$ cat src/hw/rtl/assert_macros.svh
// ----------------------------------------------------------------------------
// Assertion macros
// Shared concurrent assertion wrappers, clocked on clk_i, disabled in reset.
// ----------------------------------------------------------------------------
`ifndef ASSERT_MACROS_SVH
`define ASSERT_MACROS_SVH

// property that must hold at every clock edge out of reset
`define I2CMRR_ASSERT(lbl, prop, msg) \
  lbl: assert property (@(posedge clk_i) disable iff (!rst_ni) (prop)) else $error(msg);

// consequent that must hold in the cycle after the antecedent
`define I2CMRR_ASSERT_NEXT(lbl, ante, cons, msg) \
  lbl: assert property (@(posedge clk_i) disable iff (!rst_ni) (ante) |=> (cons)) \
    else $error(msg);

`endif

$ cat src/hw/rtl/i2cmrr_pkg.sv
// ----------------------------------------------------------------------------
// I2C register read package
// Types and constants used by the front end, command queue and bus engine.
// ----------------------------------------------------------------------------
package i2cmrr_pkg;

  // slave address after reset
  localparam logic [6:0] DEV_ADDR_RESET = 7'd64;
  // bit counter value of the last bit in a byte
  localparam logic [2:0] LAST_BIT = 3'd7;

  // item kind after classification
  typedef enum logic {
    CMD_TICK    = 1'b0,
    CMD_REQUEST = 1'b1
  } cmd_kind_e;

  // classified item travelling through the queue
  typedef struct packed {
    cmd_kind_e  kind;
    logic [7:0] pointer;
    logic       sda;
  } cmd_t;

  // queue status seen by both sides
  typedef struct packed {
    logic full;
    logic empty;
  } q_status_t;

  // bus phases, one-hot
  typedef enum logic [30:0] {
    PH_IDLE   = 31'h00000001,
    PH_S1A    = 31'h00000002,
    PH_S1B    = 31'h00000004,
    PH_WLOW   = 31'h00000008,
    PH_WHIGH  = 31'h00000010,
    PH_WALOW  = 31'h00000020,
    PH_WAHIGH = 31'h00000040,
    PH_PLOW   = 31'h00000080,
    PH_PHIGH  = 31'h00000100,
    PH_PALOW  = 31'h00000200,
    PH_PAHIGH = 31'h00000400,
    PH_T1A    = 31'h00000800,
    PH_T1B    = 31'h00001000,
    PH_T1C    = 31'h00002000,
    PH_S2A    = 31'h00004000,
    PH_S2B    = 31'h00008000,
    PH_RLOW   = 31'h00010000,
    PH_RHIGH  = 31'h00020000,
    PH_RALOW  = 31'h00040000,
    PH_RAHIGH = 31'h00080000,
    PH_HLOW   = 31'h00100000,
    PH_HHIGH  = 31'h00200000,
    PH_MALOW  = 31'h00400000,
    PH_MAHIGH = 31'h00800000,
    PH_LLOW   = 31'h01000000,
    PH_LHIGH  = 31'h02000000,
    PH_NALOW  = 31'h04000000,
    PH_NAHIGH = 31'h08000000,
    PH_T2A    = 31'h10000000,
    PH_T2B    = 31'h20000000,
    PH_T2C    = 31'h40000000
  } phase_e;

endpackage

$ cat src/hw/rtl/i2cmrr_front.sv
// ----------------------------------------------------------------------------
// I2C register read front end
// Accepts input transactions, classifies them and pushes them to the queue.
// ----------------------------------------------------------------------------
module i2cmrr_front (
  input  logic                   clk_i,
  input  logic                   rst_ni,
  input  logic                   in_valid_i,
  output logic                   in_stall_o,
  input  logic                   mode_i,
  input  logic [7:0]             register_pointer_i,
  input  logic                   sda_sample_i,
  input  i2cmrr_pkg::q_status_t  q_status_i,
  output logic                   push_o,
  output i2cmrr_pkg::cmd_t       cmd_o
);

  logic             valid_q, valid_d;
  i2cmrr_pkg::cmd_t cmd_q, cmd_d;
  logic             accept;

  // hand the held item over whenever the queue has room
  assign push_o     = valid_q & ~q_status_i.full;
  assign in_stall_o = valid_q & q_status_i.full;
  assign accept     = in_valid_i & ~in_stall_o;
  assign cmd_o      = cmd_q;

  // classification
  always_comb begin
    valid_d = valid_q;
    cmd_d   = cmd_q;
    if (push_o) begin
      valid_d = 1'b0;
    end
    if (accept) begin
      valid_d     = 1'b1;
      cmd_d.kind  = mode_i ? i2cmrr_pkg::CMD_REQUEST : i2cmrr_pkg::CMD_TICK;
      cmd_d.pointer = register_pointer_i;
      cmd_d.sda   = sda_sample_i;
    end
  end

  always_ff @(posedge clk_i or negedge rst_ni) begin
    if (!rst_ni) begin
      valid_q <= 1'b0;
    end else begin
      valid_q <= valid_d;
    end
  end

  always_ff @(posedge clk_i) begin
    cmd_q <= cmd_d;
  end

endmodule

$ cat src/hw/rtl/i2cmrr_queue.sv
// ----------------------------------------------------------------------------
// I2C register read command queue
// Short FIFO between the front end and the bus engine.
// ----------------------------------------------------------------------------
module i2cmrr_queue #(
  parameter int unsigned DEPTH = 2
) (
  input  logic                   clk_i,
  input  logic                   rst_ni,
  input  logic                   push_i,
  input  i2cmrr_pkg::cmd_t       push_cmd_i,
  input  logic                   pop_i,
  output i2cmrr_pkg::cmd_t       head_cmd_o,
  output i2cmrr_pkg::q_status_t  status_o
);

  localparam int unsigned PTR_W = (DEPTH > 1) ? $clog2(DEPTH) : 1;
  localparam int unsigned CNT_W = $clog2(DEPTH + 1);

  i2cmrr_pkg::cmd_t   slot_q [DEPTH];
  logic [PTR_W-1:0]   wr_ptr_q, wr_ptr_d;
  logic [PTR_W-1:0]   rd_ptr_q, rd_ptr_d;
  logic [CNT_W-1:0]   cnt_q, cnt_d;

  assign status_o.full  = (cnt_q == CNT_W'(DEPTH));
  assign status_o.empty = (cnt_q == '0);
  assign head_cmd_o     = slot_q[rd_ptr_q];

  // pointer and fill count update
  always_comb begin
    wr_ptr_d = wr_ptr_q;
    rd_ptr_d = rd_ptr_q;
    cnt_d    = cnt_q;
    if (push_i) begin
      wr_ptr_d = (wr_ptr_q == PTR_W'(DEPTH - 1)) ? '0 : wr_ptr_q + 1'b1;
    end
    if (pop_i) begin
      rd_ptr_d = (rd_ptr_q == PTR_W'(DEPTH - 1)) ? '0 : rd_ptr_q + 1'b1;
    end
    case ({push_i, pop_i})
      2'b10:   cnt_d = cnt_q + 1'b1;
      2'b01:   cnt_d = cnt_q - 1'b1;
      default: cnt_d = cnt_q;
    endcase
  end

  always_ff @(posedge clk_i or negedge rst_ni) begin
    if (!rst_ni) begin
      wr_ptr_q <= '0;
      rd_ptr_q <= '0;
      cnt_q    <= '0;
    end else begin
      wr_ptr_q <= wr_ptr_d;
      rd_ptr_q <= rd_ptr_d;
      cnt_q    <= cnt_d;
    end
  end

  // storage
  always_ff @(posedge clk_i) begin
    if (push_i) begin
      slot_q[wr_ptr_q] <= push_cmd_i;
    end
  end

endmodule

$ cat src/hw/rtl/i2cmrr_engine.sv
// ----------------------------------------------------------------------------
// I2C register read bus engine
// Steps the bus phase sequence, one queued command per cycle while the
// output is not stalled, into an output register.
// ----------------------------------------------------------------------------
module i2cmrr_engine (
  input  logic                   clk_i,
  input  logic                   rst_ni,
  input  logic                   cfg_valid_i,
  input  logic [6:0]             cfg_data_i,
  input  i2cmrr_pkg::q_status_t  q_status_i,
  input  i2cmrr_pkg::cmd_t       head_cmd_i,
  output logic                   pop_o,
  output logic                   out_valid_o,
  input  logic                   out_stall_i,
  output logic                   scl_level_o,
  output logic                   sda_release_o,
  output logic                   busy_res_o,
  output logic                   done_res_o,
  output logic [15:0]            read_word_o,
  output logic                   ack_missing_o
);

  i2cmrr_pkg::phase_e phase_q, phase_d;
  logic [6:0]  dev_addr_q;
  logic [2:0]  bit_q, bit_d;
  logic [7:0]  shift_q, shift_d;
  logic [7:0]  ptr_q, ptr_d;
  logic [15:0] word_q, word_d;
  logic        nack_q, nack_d;
  logic        scl_hold_q, scl_hold_d;
  logic        sda_hold_q, sda_hold_d;
  logic        out_valid_q;
  logic        scl, sdo, done, txbit, sda, last;

  // take the next command when the output slot is free or draining
  assign pop_o       = ~q_status_i.empty & (~out_valid_q | ~out_stall_i);
  assign out_valid_o = out_valid_q;
  assign txbit       = shift_q[7];
  assign sda         = head_cmd_i.sda;
  assign last        = (bit_q == i2cmrr_pkg::LAST_BIT);

  // one bus phase per tick
  always_comb begin
    phase_d    = phase_q;
    bit_d      = bit_q;
    shift_d    = shift_q;
    ptr_d      = ptr_q;
    word_d     = word_q;
    nack_d     = nack_q;
    scl_hold_d = scl_hold_q;
    sda_hold_d = sda_hold_q;
    scl        = scl_hold_q;
    sdo        = sda_hold_q;
    done       = 1'b0;
    if (pop_o) begin
      if (head_cmd_i.kind == i2cmrr_pkg::CMD_REQUEST) begin
        // requests while busy are dropped
        if (phase_q == i2cmrr_pkg::PH_IDLE) begin
          ptr_d   = head_cmd_i.pointer;
          nack_d  = 1'b0;
          bit_d   = '0;
          shift_d = {dev_addr_q, 1'b0};
          phase_d = i2cmrr_pkg::PH_S1A;
        end
      end else begin
        case (phase_q)
          i2cmrr_pkg::PH_S1A: begin
            scl = 1'b1; sdo = 1'b1; phase_d = i2cmrr_pkg::PH_S1B;
          end
          i2cmrr_pkg::PH_S1B: begin
            scl = 1'b1; sdo = 1'b0; phase_d = i2cmrr_pkg::PH_WLOW;
          end
          i2cmrr_pkg::PH_WLOW: begin
            scl = 1'b0; sdo = txbit; phase_d = i2cmrr_pkg::PH_WHIGH;
          end
          i2cmrr_pkg::PH_WHIGH: begin
            scl = 1'b1; sdo = txbit;
            shift_d = {shift_q[6:0], 1'b0};
            bit_d   = bit_q + 1'b1;
            phase_d = last ? i2cmrr_pkg::PH_WALOW : i2cmrr_pkg::PH_WLOW;
          end
          i2cmrr_pkg::PH_WALOW: begin
            scl = 1'b0; sdo = 1'b1; phase_d = i2cmrr_pkg::PH_WAHIGH;
          end
          i2cmrr_pkg::PH_WAHIGH: begin
            scl = 1'b1; sdo = 1'b1;
            nack_d  = nack_q | sda;
            shift_d = ptr_q;
            bit_d   = '0;
            phase_d = i2cmrr_pkg::PH_PLOW;
          end
          i2cmrr_pkg::PH_PLOW: begin
            scl = 1'b0; sdo = txbit; phase_d = i2cmrr_pkg::PH_PHIGH;
          end
          i2cmrr_pkg::PH_PHIGH: begin
            scl = 1'b1; sdo = txbit;
            shift_d = {shift_q[6:0], 1'b0};
            bit_d   = bit_q + 1'b1;
            phase_d = last ? i2cmrr_pkg::PH_PALOW : i2cmrr_pkg::PH_PLOW;
          end
          i2cmrr_pkg::PH_PALOW: begin
            scl = 1'b0; sdo = 1'b1; phase_d = i2cmrr_pkg::PH_PAHIGH;
          end
          i2cmrr_pkg::PH_PAHIGH: begin
            scl = 1'b1; sdo = 1'b1;
            nack_d  = nack_q | sda;
            phase_d = i2cmrr_pkg::PH_T1A;
          end
          i2cmrr_pkg::PH_T1A: begin
            scl = 1'b0; sdo = 1'b0; phase_d = i2cmrr_pkg::PH_T1B;
          end
          i2cmrr_pkg::PH_T1B: begin
            scl = 1'b1; sdo = 1'b0; phase_d = i2cmrr_pkg::PH_T1C;
          end
          i2cmrr_pkg::PH_T1C: begin
            scl = 1'b1; sdo = 1'b1; phase_d = i2cmrr_pkg::PH_S2A;
          end
          i2cmrr_pkg::PH_S2A: begin
            scl = 1'b1; sdo = 1'b1; phase_d = i2cmrr_pkg::PH_S2B;
          end
          i2cmrr_pkg::PH_S2B: begin
            // repeated start, address taken now for the read byte
            scl = 1'b1; sdo = 1'b0;
            shift_d = {dev_addr_q, 1'b1};
            bit_d   = '0;
            phase_d = i2cmrr_pkg::PH_RLOW;
          end
          i2cmrr_pkg::PH_RLOW: begin
            scl = 1'b0; sdo = txbit; phase_d = i2cmrr_pkg::PH_RHIGH;
          end
          i2cmrr_pkg::PH_RHIGH: begin
            scl = 1'b1; sdo = txbit;
            shift_d = {shift_q[6:0], 1'b0};
            bit_d   = bit_q + 1'b1;
            phase_d = last ? i2cmrr_pkg::PH_RALOW : i2cmrr_pkg::PH_RLOW;
          end
          i2cmrr_pkg::PH_RALOW: begin
            scl = 1'b0; sdo = 1'b1; phase_d = i2cmrr_pkg::PH_RAHIGH;
          end
          i2cmrr_pkg::PH_RAHIGH: begin
            scl = 1'b1; sdo = 1'b1;
            nack_d  = nack_q | sda;
            shift_d = '0;
            bit_d   = '0;
            phase_d = i2cmrr_pkg::PH_HLOW;
          end
          i2cmrr_pkg::PH_HLOW: begin
            scl = 1'b0; sdo = 1'b1; phase_d = i2cmrr_pkg::PH_HHIGH;
          end
          i2cmrr_pkg::PH_HHIGH: begin
            scl = 1'b1; sdo = 1'b1;
            shift_d = {shift_q[6:0], sda};
            bit_d   = bit_q + 1'b1;
            if (last) begin
              phase_d = i2cmrr_pkg::PH_MALOW;
              word_d  = {shift_q[6:0], sda, 8'h00};
            end else begin
              phase_d = i2cmrr_pkg::PH_HLOW;
            end
          end
          i2cmrr_pkg::PH_MALOW: begin
            scl = 1'b0; sdo = 1'b0; phase_d = i2cmrr_pkg::PH_MAHIGH;
          end
          i2cmrr_pkg::PH_MAHIGH: begin
            scl = 1'b1; sdo = 1'b0;
            shift_d = '0;
            bit_d   = '0;
            phase_d = i2cmrr_pkg::PH_LLOW;
          end
          i2cmrr_pkg::PH_LLOW: begin
            scl = 1'b0; sdo = 1'b1; phase_d = i2cmrr_pkg::PH_LHIGH;
          end
          i2cmrr_pkg::PH_LHIGH: begin
            scl = 1'b1; sdo = 1'b1;
            shift_d = {shift_q[6:0], sda};
            bit_d   = bit_q + 1'b1;
            if (last) begin
              phase_d = i2cmrr_pkg::PH_NALOW;
              word_d  = {word_q[15:8], shift_q[6:0], sda};
            end else begin
              phase_d = i2cmrr_pkg::PH_LLOW;
            end
          end
          i2cmrr_pkg::PH_NALOW: begin
            scl = 1'b0; sdo = 1'b1; phase_d = i2cmrr_pkg::PH_NAHIGH;
          end
          i2cmrr_pkg::PH_NAHIGH: begin
            scl = 1'b1; sdo = 1'b1; phase_d = i2cmrr_pkg::PH_T2A;
          end
          i2cmrr_pkg::PH_T2A: begin
            scl = 1'b0; sdo = 1'b0; phase_d = i2cmrr_pkg::PH_T2B;
          end
          i2cmrr_pkg::PH_T2B: begin
            scl = 1'b1; sdo = 1'b0; phase_d = i2cmrr_pkg::PH_T2C;
          end
          i2cmrr_pkg::PH_T2C: begin
            scl = 1'b1; sdo = 1'b1; done = 1'b1;
            phase_d = i2cmrr_pkg::PH_IDLE;
          end
          default: begin
            // idle, or an illegal code: release both lines
            scl = 1'b1; sdo = 1'b1; phase_d = i2cmrr_pkg::PH_IDLE;
          end
        endcase
        scl_hold_d = scl;
        sda_hold_d = sdo;
      end
    end
  end

  // control and bus state
  always_ff @(posedge clk_i or negedge rst_ni) begin
    if (!rst_ni) begin
      phase_q     <= i2cmrr_pkg::PH_IDLE;
      dev_addr_q  <= i2cmrr_pkg::DEV_ADDR_RESET;
      bit_q       <= '0;
      shift_q     <= '0;
      ptr_q       <= '0;
      word_q      <= '0;
      nack_q      <= 1'b0;
      scl_hold_q  <= 1'b1;
      sda_hold_q  <= 1'b1;
      out_valid_q <= 1'b0;
    end else begin
      phase_q    <= phase_d;
      bit_q      <= bit_d;
      shift_q    <= shift_d;
      ptr_q      <= ptr_d;
      word_q     <= word_d;
      nack_q     <= nack_d;
      scl_hold_q <= scl_hold_d;
      sda_hold_q <= sda_hold_d;
      if (cfg_valid_i) begin
        dev_addr_q <= cfg_data_i;
      end
      if (pop_o) begin
        out_valid_q <= 1'b1;
      end else if (!out_stall_i) begin
        out_valid_q <= 1'b0;
      end
    end
  end

  // result register, held while the receiver stalls
  always_ff @(posedge clk_i) begin
    if (pop_o) begin
      scl_level_o   <= scl;
      sda_release_o <= sdo;
      busy_res_o    <= (phase_d != i2cmrr_pkg::PH_IDLE);
      done_res_o    <= done;
      read_word_o   <= word_d;
      ack_missing_o <= nack_d;
    end
  end

endmodule

$ cat src/hw/rtl/i2c_master_register_read_core.sv
// ----------------------------------------------------------------------------
// I2C master 16-bit register read core
// Front end, command queue and bus engine for a single register read.
// ----------------------------------------------------------------------------
// Usage:
//   Input channel (in_valid_i / in_stall_o): mode_i = 1 starts a register
//   read of register_pointer_i, mode_i = 0 is a tick that advances the bus
//   by one phase and carries the SDA level in sda_sample_i.
//   Output channel (out_valid_o / out_stall_i): one result per input
//   transaction with SCL, SDA drive, busy, done, the word and the ACK flag.
//   Config channel (cfg_valid_i / cfg_ready_o): seven-bit slave address,
//   always ready; write it only while the core is idle.
//   A result passes the front register, the queue and the output register
//   after its input transaction is accepted; one transaction per cycle is
//   sustained while out_stall_i is low.
//   A short queue between the front register and the engine absorbs
//   output stalls; the input stalls only once the queue is full.
//   Reset sets the held SCL and SDA levels to released, empties the queue,
//   returns to idle and sets the slave address to 64.
// ----------------------------------------------------------------------------
`include "assert_macros.svh"

module i2c_master_register_read_core #(
  parameter int unsigned QUEUE_DEPTH = 2
) (
  input  logic        clk_i,
  input  logic        rst_ni,
  // configuration
  input  logic        cfg_valid_i,
  output logic        cfg_ready_o,
  input  logic [6:0]  cfg_data_i,
  // input transactions
  input  logic        in_valid_i,
  output logic        in_stall_o,
  input  logic        mode_i,
  input  logic [7:0]  register_pointer_i,
  input  logic        sda_sample_i,
  // result transactions
  output logic        out_valid_o,
  input  logic        out_stall_i,
  output logic        scl_level_o,
  output logic        sda_release_o,
  output logic        busy_res_o,
  output logic        done_res_o,
  output logic [15:0] read_word_o,
  output logic        ack_missing_o
);

  logic                  push, pop;
  i2cmrr_pkg::cmd_t      push_cmd, head_cmd;
  i2cmrr_pkg::q_status_t q_status;
  logic                  bus_released;

  assign cfg_ready_o = 1'b1;

  // classification
  i2cmrr_front u_front (
    .clk_i              (clk_i),
    .rst_ni             (rst_ni),
    .in_valid_i         (in_valid_i),
    .in_stall_o         (in_stall_o),
    .mode_i             (mode_i),
    .register_pointer_i (register_pointer_i),
    .sda_sample_i       (sda_sample_i),
    .q_status_i         (q_status),
    .push_o             (push),
    .cmd_o              (push_cmd)
  );

  // decoupling queue
  i2cmrr_queue #(
    .DEPTH (QUEUE_DEPTH)
  ) u_queue (
    .clk_i      (clk_i),
    .rst_ni     (rst_ni),
    .push_i     (push),
    .push_cmd_i (push_cmd),
    .pop_i      (pop),
    .head_cmd_o (head_cmd),
    .status_o   (q_status)
  );

  // bus sequencing
  i2cmrr_engine u_engine (
    .clk_i         (clk_i),
    .rst_ni        (rst_ni),
    .cfg_valid_i   (cfg_valid_i & cfg_ready_o),
    .cfg_data_i    (cfg_data_i),
    .q_status_i    (q_status),
    .head_cmd_i    (head_cmd),
    .pop_o         (pop),
    .out_valid_o   (out_valid_o),
    .out_stall_i   (out_stall_i),
    .scl_level_o   (scl_level_o),
    .sda_release_o (sda_release_o),
    .busy_res_o    (busy_res_o),
    .done_res_o    (done_res_o),
    .read_word_o   (read_word_o),
    .ack_missing_o (ack_missing_o)
  );

  assign bus_released = !busy_res_o && scl_level_o && sda_release_o;

  // a completed read leaves the bus released and the core idle
  `I2CMRR_ASSERT(a_done_idle, !(out_valid_o && done_res_o) || bus_released, "bus held at done")
  // the front never pushes into a full queue
  `I2CMRR_ASSERT(a_no_overflow, !push || !q_status.full, "queue overflow")
  // the engine never pops an empty queue
  `I2CMRR_ASSERT(a_no_underflow, !pop || !q_status.empty, "queue underflow")
  // a pop always produces a result in the output register
  `I2CMRR_ASSERT_NEXT(a_pop_result, pop, out_valid_o, "popped command gave no result")

endmodule
$ cat config.mk
export PLATFORM = sky130hd
export DESIGN_NAME = i2c_master_register_read_core
export DESIGN_NICKNAME = d
export VERILOG_FILES = /design/src/hw/rtl/i2cmrr_pkg.sv /design/src/hw/rtl/i2cmrr_front.sv /design/src/hw/rtl/i2cmrr_queue.sv /design/src/hw/rtl/i2cmrr_engine.sv /design/src/hw/rtl/i2c_master_register_read_core.sv
export VERILOG_INCLUDE_DIRS = /design/src /design/src/hw/rtl
export SDC_FILE = /design/constraint.sdc
export NUM_CORES = 1
export LEC_CHECK = 0
export BUFFER_PORTS_ARGS = -buffer_cell sky130_fd_sc_hd__buf_2
export CORE_ASPECT_RATIO = 0.5
export CORE_MARGIN = 2
export CORE_UTILIZATION = 65
export CTS_CLUSTER_DIAMETER = 50
export DETAILED_ROUTE_END_ITERATION = 7
export GPL_ROUTABILITY_DRIVEN = 0
export PLACE_DENSITY = 0.91
export SYNTH_ARGS = -nofsm -noshare
export SYNTH_HDL_FRONTEND = slang
export SYNTH_SLANG_ARGS = --single-unit
export TNS_END_PERCENT = 10
$ cat constraint.sdc
create_clock -name clk_i -period 5.2 [get_ports clk_i]
set_input_delay 0.26 -clock clk_i [delete_from_list [all_inputs] [get_ports clk_i]]
set_output_delay 0.26 -clock clk_i [all_outputs]
set_load 0.1 [all_outputs]
### Word level (Yosys, flattened, before mapping)

Memory sizes are Yosys's and may differ from the RTL's.
Index checks and enable logic that the tools add are counted.
W data, S select, Z words.

| storage, ports and cells | value |
|---|---|
| logic and storage cells | 134 |
| memories kept | 1 |
| ROM bits | 0 |
| output and inout bits | 24 |
| flip-flop bits (word level) | 113 |
| bits in latches | 0 |
| input port bits | 22 |
| bits in writable memories | 20 |

Memories:

| memory | depth | width | rd ports | clocked after memory_dff | write ports | line | text |
|---|---|---|---|---|---|---|---|
| u_queue.slot_q | 2 | 10 | 1 | 0 | 1 | i2cmrr_queue.sv:20 | `i2cmrr_pkg::cmd_t slot_q [DEPTH];` |

| cells by class | value |
|---|---|
| add/subtract/negate cells | 5 |
| magnitude comparators | 0 |
| multiplexer cells | 39 |
| equal/unequal tests | 38 |
| reduce and logical (&&, ||, !) cells | 17 |
| bitwise logic cells | 11 |
| shift operators | 0 |
| $mul | 0 |
| divide/modulo/power cells | 0 |

Operators by type and width:

| operator | count |
|---|---|
| $pmux W31 S29 | 1 |
| $mux W31 | 3 |
| $mux W16 | 3 |
| $pmux W8 S5 | 1 |
| $pmux W16 S2 | 1 |
| $eq A31 B1 Y1 const B | 1 |
| $eq A31 B10 Y1 const B | 1 |
| $eq A31 B11 Y1 const B | 1 |
| $eq A31 B12 Y1 const B | 1 |
| $eq A31 B13 Y1 const B | 1 |
| $eq A31 B14 Y1 const B | 1 |
| $eq A31 B15 Y1 const B | 1 |
| $eq A31 B16 Y1 const B | 1 |
| $eq A31 B17 Y1 const B | 1 |
| $eq A31 B18 Y1 const B | 1 |
| $eq A31 B19 Y1 const B | 1 |
| $eq A31 B2 Y1 const B | 1 |
| $eq A31 B20 Y1 const B | 1 |
| $eq A31 B21 Y1 const B | 1 |
| $eq A31 B22 Y1 const B | 1 |
| $eq A31 B23 Y1 const B | 1 |
| $eq A31 B24 Y1 const B | 1 |
| $eq A31 B25 Y1 const B | 1 |
| $eq A31 B26 Y1 const B | 1 |
| 47 further kinds | 82 |

### Logic depth before layout (Yosys ltp)

| logic depth | value |
|---|---|
| depth in word-level cells | 6 |
| gate-level depth with buffers | 10 |
| mapped depth without buffers | 8 |

### Hierarchy

Synthesis repeated with hierarchy kept, for this count alone.

| unflattened totals | value |
|---|---|
| cells, all modules | 559 |
| area, all modules | 6328.6 um^2 |

Modules (own cells, without submodules):

| module | cells an instance | area each (um^2) | instances | seq. area each (um^2) |
|---|---|---|---|---|
| i2cmrr_engine | 495 | 5052.3 | 1 | 2562.5 |
| i2cmrr_queue | 47 | 907.1 | 1 | 700.7 |
| i2cmrr_front | 15 | 357.8 | 1 | 325.3 |
| i2c_master_register_read_core | 2 | 11.3 | 1 | 0.0 |

### Worst setup path before layout

OpenSTA, ideal clock, no wires.

| timing path | value |
|---|---|
| path kind | register to register |
| start point | register u_engine.out_valid_q (netlist: u_engine.out_valid_o) |
| end point | register u_engine.busy_res_o (data pin) |
| slack | 2359 ps |
| path buffers | 0 |
| setup time | 280 ps |
| period minus slack after synthesis | 2841 ps |
| data required time | 4920 ps |
| arrival time | 2562 ps |
| cell stages (with the launch flop) | 9 |
| cells stage by stage | dfrtp_1 > o2bb2ai_1 > inv_1 > nand2_1 > nand2_1 > o31ai_1 > or3_1 > nor4_1 > o2111ai_1 |

| between the ends | value |
|---|---|
| longest elaborated chain between the ends | 5 |

RTL lines:

| item | line | text |
|---|---|---|
| start: declaration | i2cmrr_engine.sv:33 | `logic out_valid_q;` |
| start signal: assignment | i2cmrr_engine.sv:224 | `out_valid_q <= 1'b0;` |
| start signal: assignment | i2cmrr_engine.sv:238 | `out_valid_q <= 1'b1;` |
| start signal: assignment | i2cmrr_engine.sv:240 | `out_valid_q <= 1'b0;` |
| $not A1 Y1 | i2cmrr_engine.sv:37 | `assign pop_o = ~q_status_i.empty & (~out_valid_q \| ~out_stall_i);` |
| $or A1 B1 Y1 | i2cmrr_engine.sv:37 |  |
| $and A1 B1 Y1 | i2cmrr_engine.sv:37 |  |
| via pop | i2c_master_register_read_core.sv:49 | `logic push, pop;` |
| $mux W31 | i2cmrr_engine.sv:56 | `if (pop_o) begin` |
| via u_engine.phase_d[14] | i2cmrr_engine.sv:24 | `i2cmrr_pkg::phase_e phase_q, phase_d;` |
| $ne A31 B1 Y1 | i2cmrr_engine.sv:250 | `busy_res_o <= (phase_d != i2cmrr_pkg::PH_IDLE);` |
| end signal: assignment | i2cmrr_engine.sv:250 |  |
| end: declaration | i2cmrr_engine.sv:18 | `output logic busy_res_o,` |

The timed path passes the listed nets, and every way through them passes these cells.
A chain may end at the register's enable or synchronous reset.

### Final worst setup path

| timing path | value |
|---|---|
| start point | register u_engine.phase_q[16] |
| end point | register u_engine.shift_q[5] |

| between the ends | value |
|---|---|
| longest elaborated chain between the ends | 4 |
| elaborated cells on any way between the ends | 18 |
| those cells by class | 11 x eq/ne; 2 x mux; 5 x reduce/logical |

RTL lines:

| item | line | text |
|---|---|---|
| start: declaration | i2cmrr_engine.sv:24 |  |
| start signal: assignment | i2cmrr_engine.sv:215 | `phase_q <= i2cmrr_pkg::PH_IDLE;` |
| start signal: assignment | i2cmrr_engine.sv:226 | `phase_q <= phase_d;` |
| $eq A31 B5 Y1 (tied with other cells) | i2cmrr_engine.sv:67 | `case (phase_q)` |
| $reduce_or A3 Y1 (no source line) or $reduce_or A2 Y1 (tied branches) | n/a |  |
| $pmux W8 S5 or $reduce_bool A6 Y1 (tied branches) | n/a |  |
| $mux W8 or $reduce_and A3 Y1 (tied branches) | n/a |  |
| end signal: assignment | i2cmrr_engine.sv:228 | `shift_q <= shift_d;` |
| end: declaration | i2cmrr_engine.sv:27 | `logic [7:0] shift_q, shift_d;` |

Several ways; a longest one is shown, not always the timed one.

==> impl_metrics.py <==
metrics = {
    "drt": {
        "drt_wl_total_um": 17700,
        "post_route_drc_violation_count": 0,
        "ant_nets_after_route": 0,
        "vias": 5411,
        "detail_route.iter0.violations": 934,
        "wire_per_inst_um": 23.5,
        "drt-pass1-iter-count": 6,
        "vias_per_cell": 7.17,
    },
    "setup_path": {
        "cpMaxStageDelayCell": "sky130_fd_sc_hd__or4_1",
        "cp_cell_sequence": "or4_1 > nor4_4 > nand3_1 > o21a_1 > buf_4 > a21oi_2 > o22a_1 > o21ai_0",
        "cp_slowest_stage_delay_ns": 0.74,
        "critical-path-top-delay-family": "simple AND/OR/NAND/NOR gates",
        "cp_num_buf_inv": 1,
        "crit_path_end_kind": "register",
        "worst_ep_arrival_time_ns": 4.12,
        "worst-endpoint-required_ns": 5.48,
        "critical_path.max_fanout": 16,
        "critPathKind": "register to register",
        "critPathLaunchType": "register",
    },
    "final_layout": {
        "antennaDiodeCount": 0,
        "multi_input_comb_area_sq_um": 2580,
        "post_layout_nonfiller_instances": 755,
        "sequential_cell_area_sq_um": 3590,
        "fill_cells": 551,
        "layout_cells_sized_above_1_pct": 18.9,
        "layout.core_utilization_pct": 76.5,
        "syn2layout_area_growth_pct": 13.8,
        "design.final.nets": 632,
    },
    "timing": {
        "post-route-min-period_ns": 3.84,
        "timing.clock.skew_ns": 0.00907,
        "fmax_mhz": 260,
        "min_period_over_period_pct": 73.9,
        "least_margin_pin_slew_ns": 1.12,
        "maxSlewHeadroom_pct": 25.3,
        "setup_violations_final": 0,
        "grt_setup_unrepaired": "no",
        "final_critical_path_setup_slack_ns": 1.36,
        "pins_over_slew_limit": 0,
        "setup-tns-final_ns": 0,
        "final-hold-violation-count": 0,
    },
    "global_routing": {
        "pin_count_of_the_biggest_net_entering_global_routing": 83,
        "grtUsageTotal_pct": 34.4,
        "grt_antenna_before_repair": 0,
        "vias_in_the_first_global_route": 5097,
        "overflow_left_after_global_routing": 0,
        "first_pass_grt_wire_length_um": 26900,
    },
    "place": {
        "post-dp-hpwl_um": 10800,
        "post-place-cells": 719,
        "place_ws_ns": 1.59,
        "io_buffers": 44,
    },
    "clock_tree": {
        "htree_num_levels": 4,
        "post-cts-setup-buffer-count": 0,
        "cts-buffers-inserted": 17,
        "clkLatencyLatePin_ns": 0.42,
        "clock_sink_count": 133,
        "clock_path_buffers": 2,
        "clk_pin_slew_worst_paths_ns": 0.06,
        "cts_root_buf": "sky130_fd_sc_hd__clkbuf_16",
        "tritoncts": "done",
    },
    "synthesis": {
        "synthTopCellsByArea": "sky130_fd_sc_hd__dfrtp_1, sky130_fd_sc_hd__edfxtp_1, sky130_fd_sc_hd__nand2_1",
        "synth-edff-count": 51,
        "netlist.top_cell.by_area": "sky130_fd_sc_hd__dfrtp_1",
        "synth-seq-area-share_pct": 56.2,
        "synth_warnings": 0,
        "synth.cells.most_frequent": "sky130_fd_sc_hd__dfrtp_1, sky130_fd_sc_hd__nand2_1, sky130_fd_sc_hd__edfxtp_1",
        "netlist.area_leader.share_pct": 30.6,
        "syn_avg_cell_area_sq_um": 11.2,
        "synth_area_sq_um": 6390,
        "postSynth.topFlopCell": "sky130_fd_sc_hd__dfrtp_1",
        "synth-async-reset-ratio_pct": 61.7,
        "synthesis.instances": 570,
        "ys_seq_elements": 133,
        "synth_most_common_cell": "sky130_fd_sc_hd__dfrtp_1",
        "synth.net_count": 595,
        "synth_cell_type_count": 70,
    },
    "min_path": {
        "hold_path_class": "primary input to register",
    },
    "run": {
        "max_cap_violations": 0,
    },
    "run_status": {
        "outcome": "complete, no violations",
    },
    "floorplanning": {
        "core_region_area_sq_um": 9510,
        "fp.dieH_um": 74.1,
        "row_count": 25,
        "floorplan.initialDensity_pct": 67.2,
        "die-area_sq_um": 10700,
        "design.portCount": 46,
        "die-width_um": 144,
    },
    "power": {
        "vdd.ir_drop.worst_mv": 0.432,
        "finalPower_w": 0.00447,
        "power_density_nw_per_um2": 615,
        "power.static_leakage_nw": 3.06,
    },
}
-- layout make-up --
type | count | area share [%]
clock buffer | 17 | 5.85
clock inverter | 15 | 2.32
inverter | 13 | 0.671
multi-input combinational | 390 | 35.5
sequential | 133 | 49.3
tap | 135 | 2.32
timing repair buffer | 52 | 4.03
-- worst paths after layout --
kind | from | to | slack, ns | depth (start not counted)
max in group asynchronous | rst_ni | u_engine.word_q[1] | 4.51 | 1
hold / removal | register_pointer_i[5] | u_front.cmd_o[6] | 0.006 | 1
min in group asynchronous | rst_ni | u_engine.ptr_q[1] | 0.02 | 1
hold reg to reg | u_front.cmd_o[5] | u_queue.slot_q[0][5] | 0.45 | 0
setup reg to reg | u_engine.phase_q[16] | u_engine.shift_q[5] | 1.36 | 8
setup / recovery | u_engine.phase_q[16] | u_engine.shift_q[5] | 1.36 | 8
-- kinds of logic after synthesis --
kind of cell | count (synthesis) | synth area share [%]
flops | 133 | 56.2
fa+ha+maj | 3 | 0.588
other cells | 1 | 0.0587
mux | 23 | 3.84
compound gates | 114 | 12.5
simple gates | 240 | 22.1
buf+inv | 47 | 3.47
xor+xnor | 9 | 1.23
-- placed cells by master (no fill, tap or decap), types with 7 or more instances in the layout --
cell type | synthesis | routed
sky130_fd_sc_hd__or4_1 | 9 | 9
sky130_fd_sc_hd__o21ai_0 | 38 | 38
sky130_fd_sc_hd__nor3_1 | 15 | 15
sky130_fd_sc_hd__nand3_1 | 19 | 19
sky130_fd_sc_hd__mux2i_1 | 11 | 11
sky130_fd_sc_hd__nor4_1 | 13 | 13
sky130_fd_sc_hd__dfrtp_1 | 78 | 78
sky130_fd_sc_hd__buf_2 | 9 | 43
sky130_fd_sc_hd__xnor2_1 | 7 | 7
sky130_fd_sc_hd__inv_1 | 13 | 13
sky130_fd_sc_hd__clkbuf_16 | 0 | 17
sky130_fd_sc_hd__nand4_1 | 23 | 23
sky130_fd_sc_hd__nand2_1 | 64 | 64
sky130_fd_sc_hd__nor4b_1 | 11 | 11
sky130_fd_sc_hd__edfxtp_1 | 51 | 51
sky130_fd_sc_hd__mux2_2 | 12 | 12
sky130_fd_sc_hd__nor2_1 | 31 | 31
sky130_fd_sc_hd__a22o_1 | 16 | 16
sky130_fd_sc_hd__a21oi_1 | 12 | 12
-- sequential cells by signal, summed over array words and instances (netlist names) --
| name | count |
|---|---|
| u_engine.out_valid_o | 1 |
| u_front.cmd_o | 10 |
| u_engine.nack_q | 1 |
| u_engine.scl_level_o | 1 |
| u_engine.ptr_q | 8 |
| u_engine.ack_missing_o | 1 |
| u_engine.dev_addr_q | 7 |
| u_front.valid_q | 1 |
| u_queue.cnt_q | 2 |
| u_queue.rd_ptr_q | 1 |
| u_engine.bit_q | 3 |
| u_queue.slot_q | 20 |
| u_engine.word_q | 16 |
| u_engine.phase_q | 31 |
| u_engine.done_res_o | 1 |
| u_queue.wr_ptr_q | 1 |
| u_engine.read_word_o | 16 |
| u_engine.shift_q | 8 |
| u_engine.scl_hold_q | 1 |
| u_engine.sda_release_o | 1 |
| u_engine.busy_res_o | 1 |
| u_engine.sda_hold_q | 1 |
-- worst reg2reg max path, delay by kind of cell, from the launching register on --
family	cells	cell delay [ns]
buf+inv	1	0.33
flops	1	0.49
compound gates	4	1.31
simple gates	3	1.58
-- report_power, final --
part           internal [W]  switching [W]
logic              0.000403        0.00127
registers           0.00138       0.000201
clock network      0.000718       0.000501
-- what timing repair did --
item | CTS | global route
hold buffers | 0 | 4
resized for setup | 0 | 0
hold endpoints to repair | 0 | 4
-- metrics by stage --
step                      hold WS (ns)  area [sq um]
after floorplan                -0.0356          6390
after global placement           0.422          6640
after detailed placement         0.435          6640
after CTS                      0.00325          7230
after global routing          -0.00599          7270
final                          0.00634          7270
-- per-layer routing --
layer / share of wire (%) / up-vias / wire length (um) / GRT usage (%)
li1: - / 2252 / - / -
met5: 0 / - / 0 / 0
met3: 12 / 128 / 2130 / 12.0
met2: 45 / 495 / 7990 / 53.9
met4: 5.3 / 0 / 939 / 18.7
met1: 38 / 2536 / 6650 / 43.4
Power figures use the tool's default switching activity.
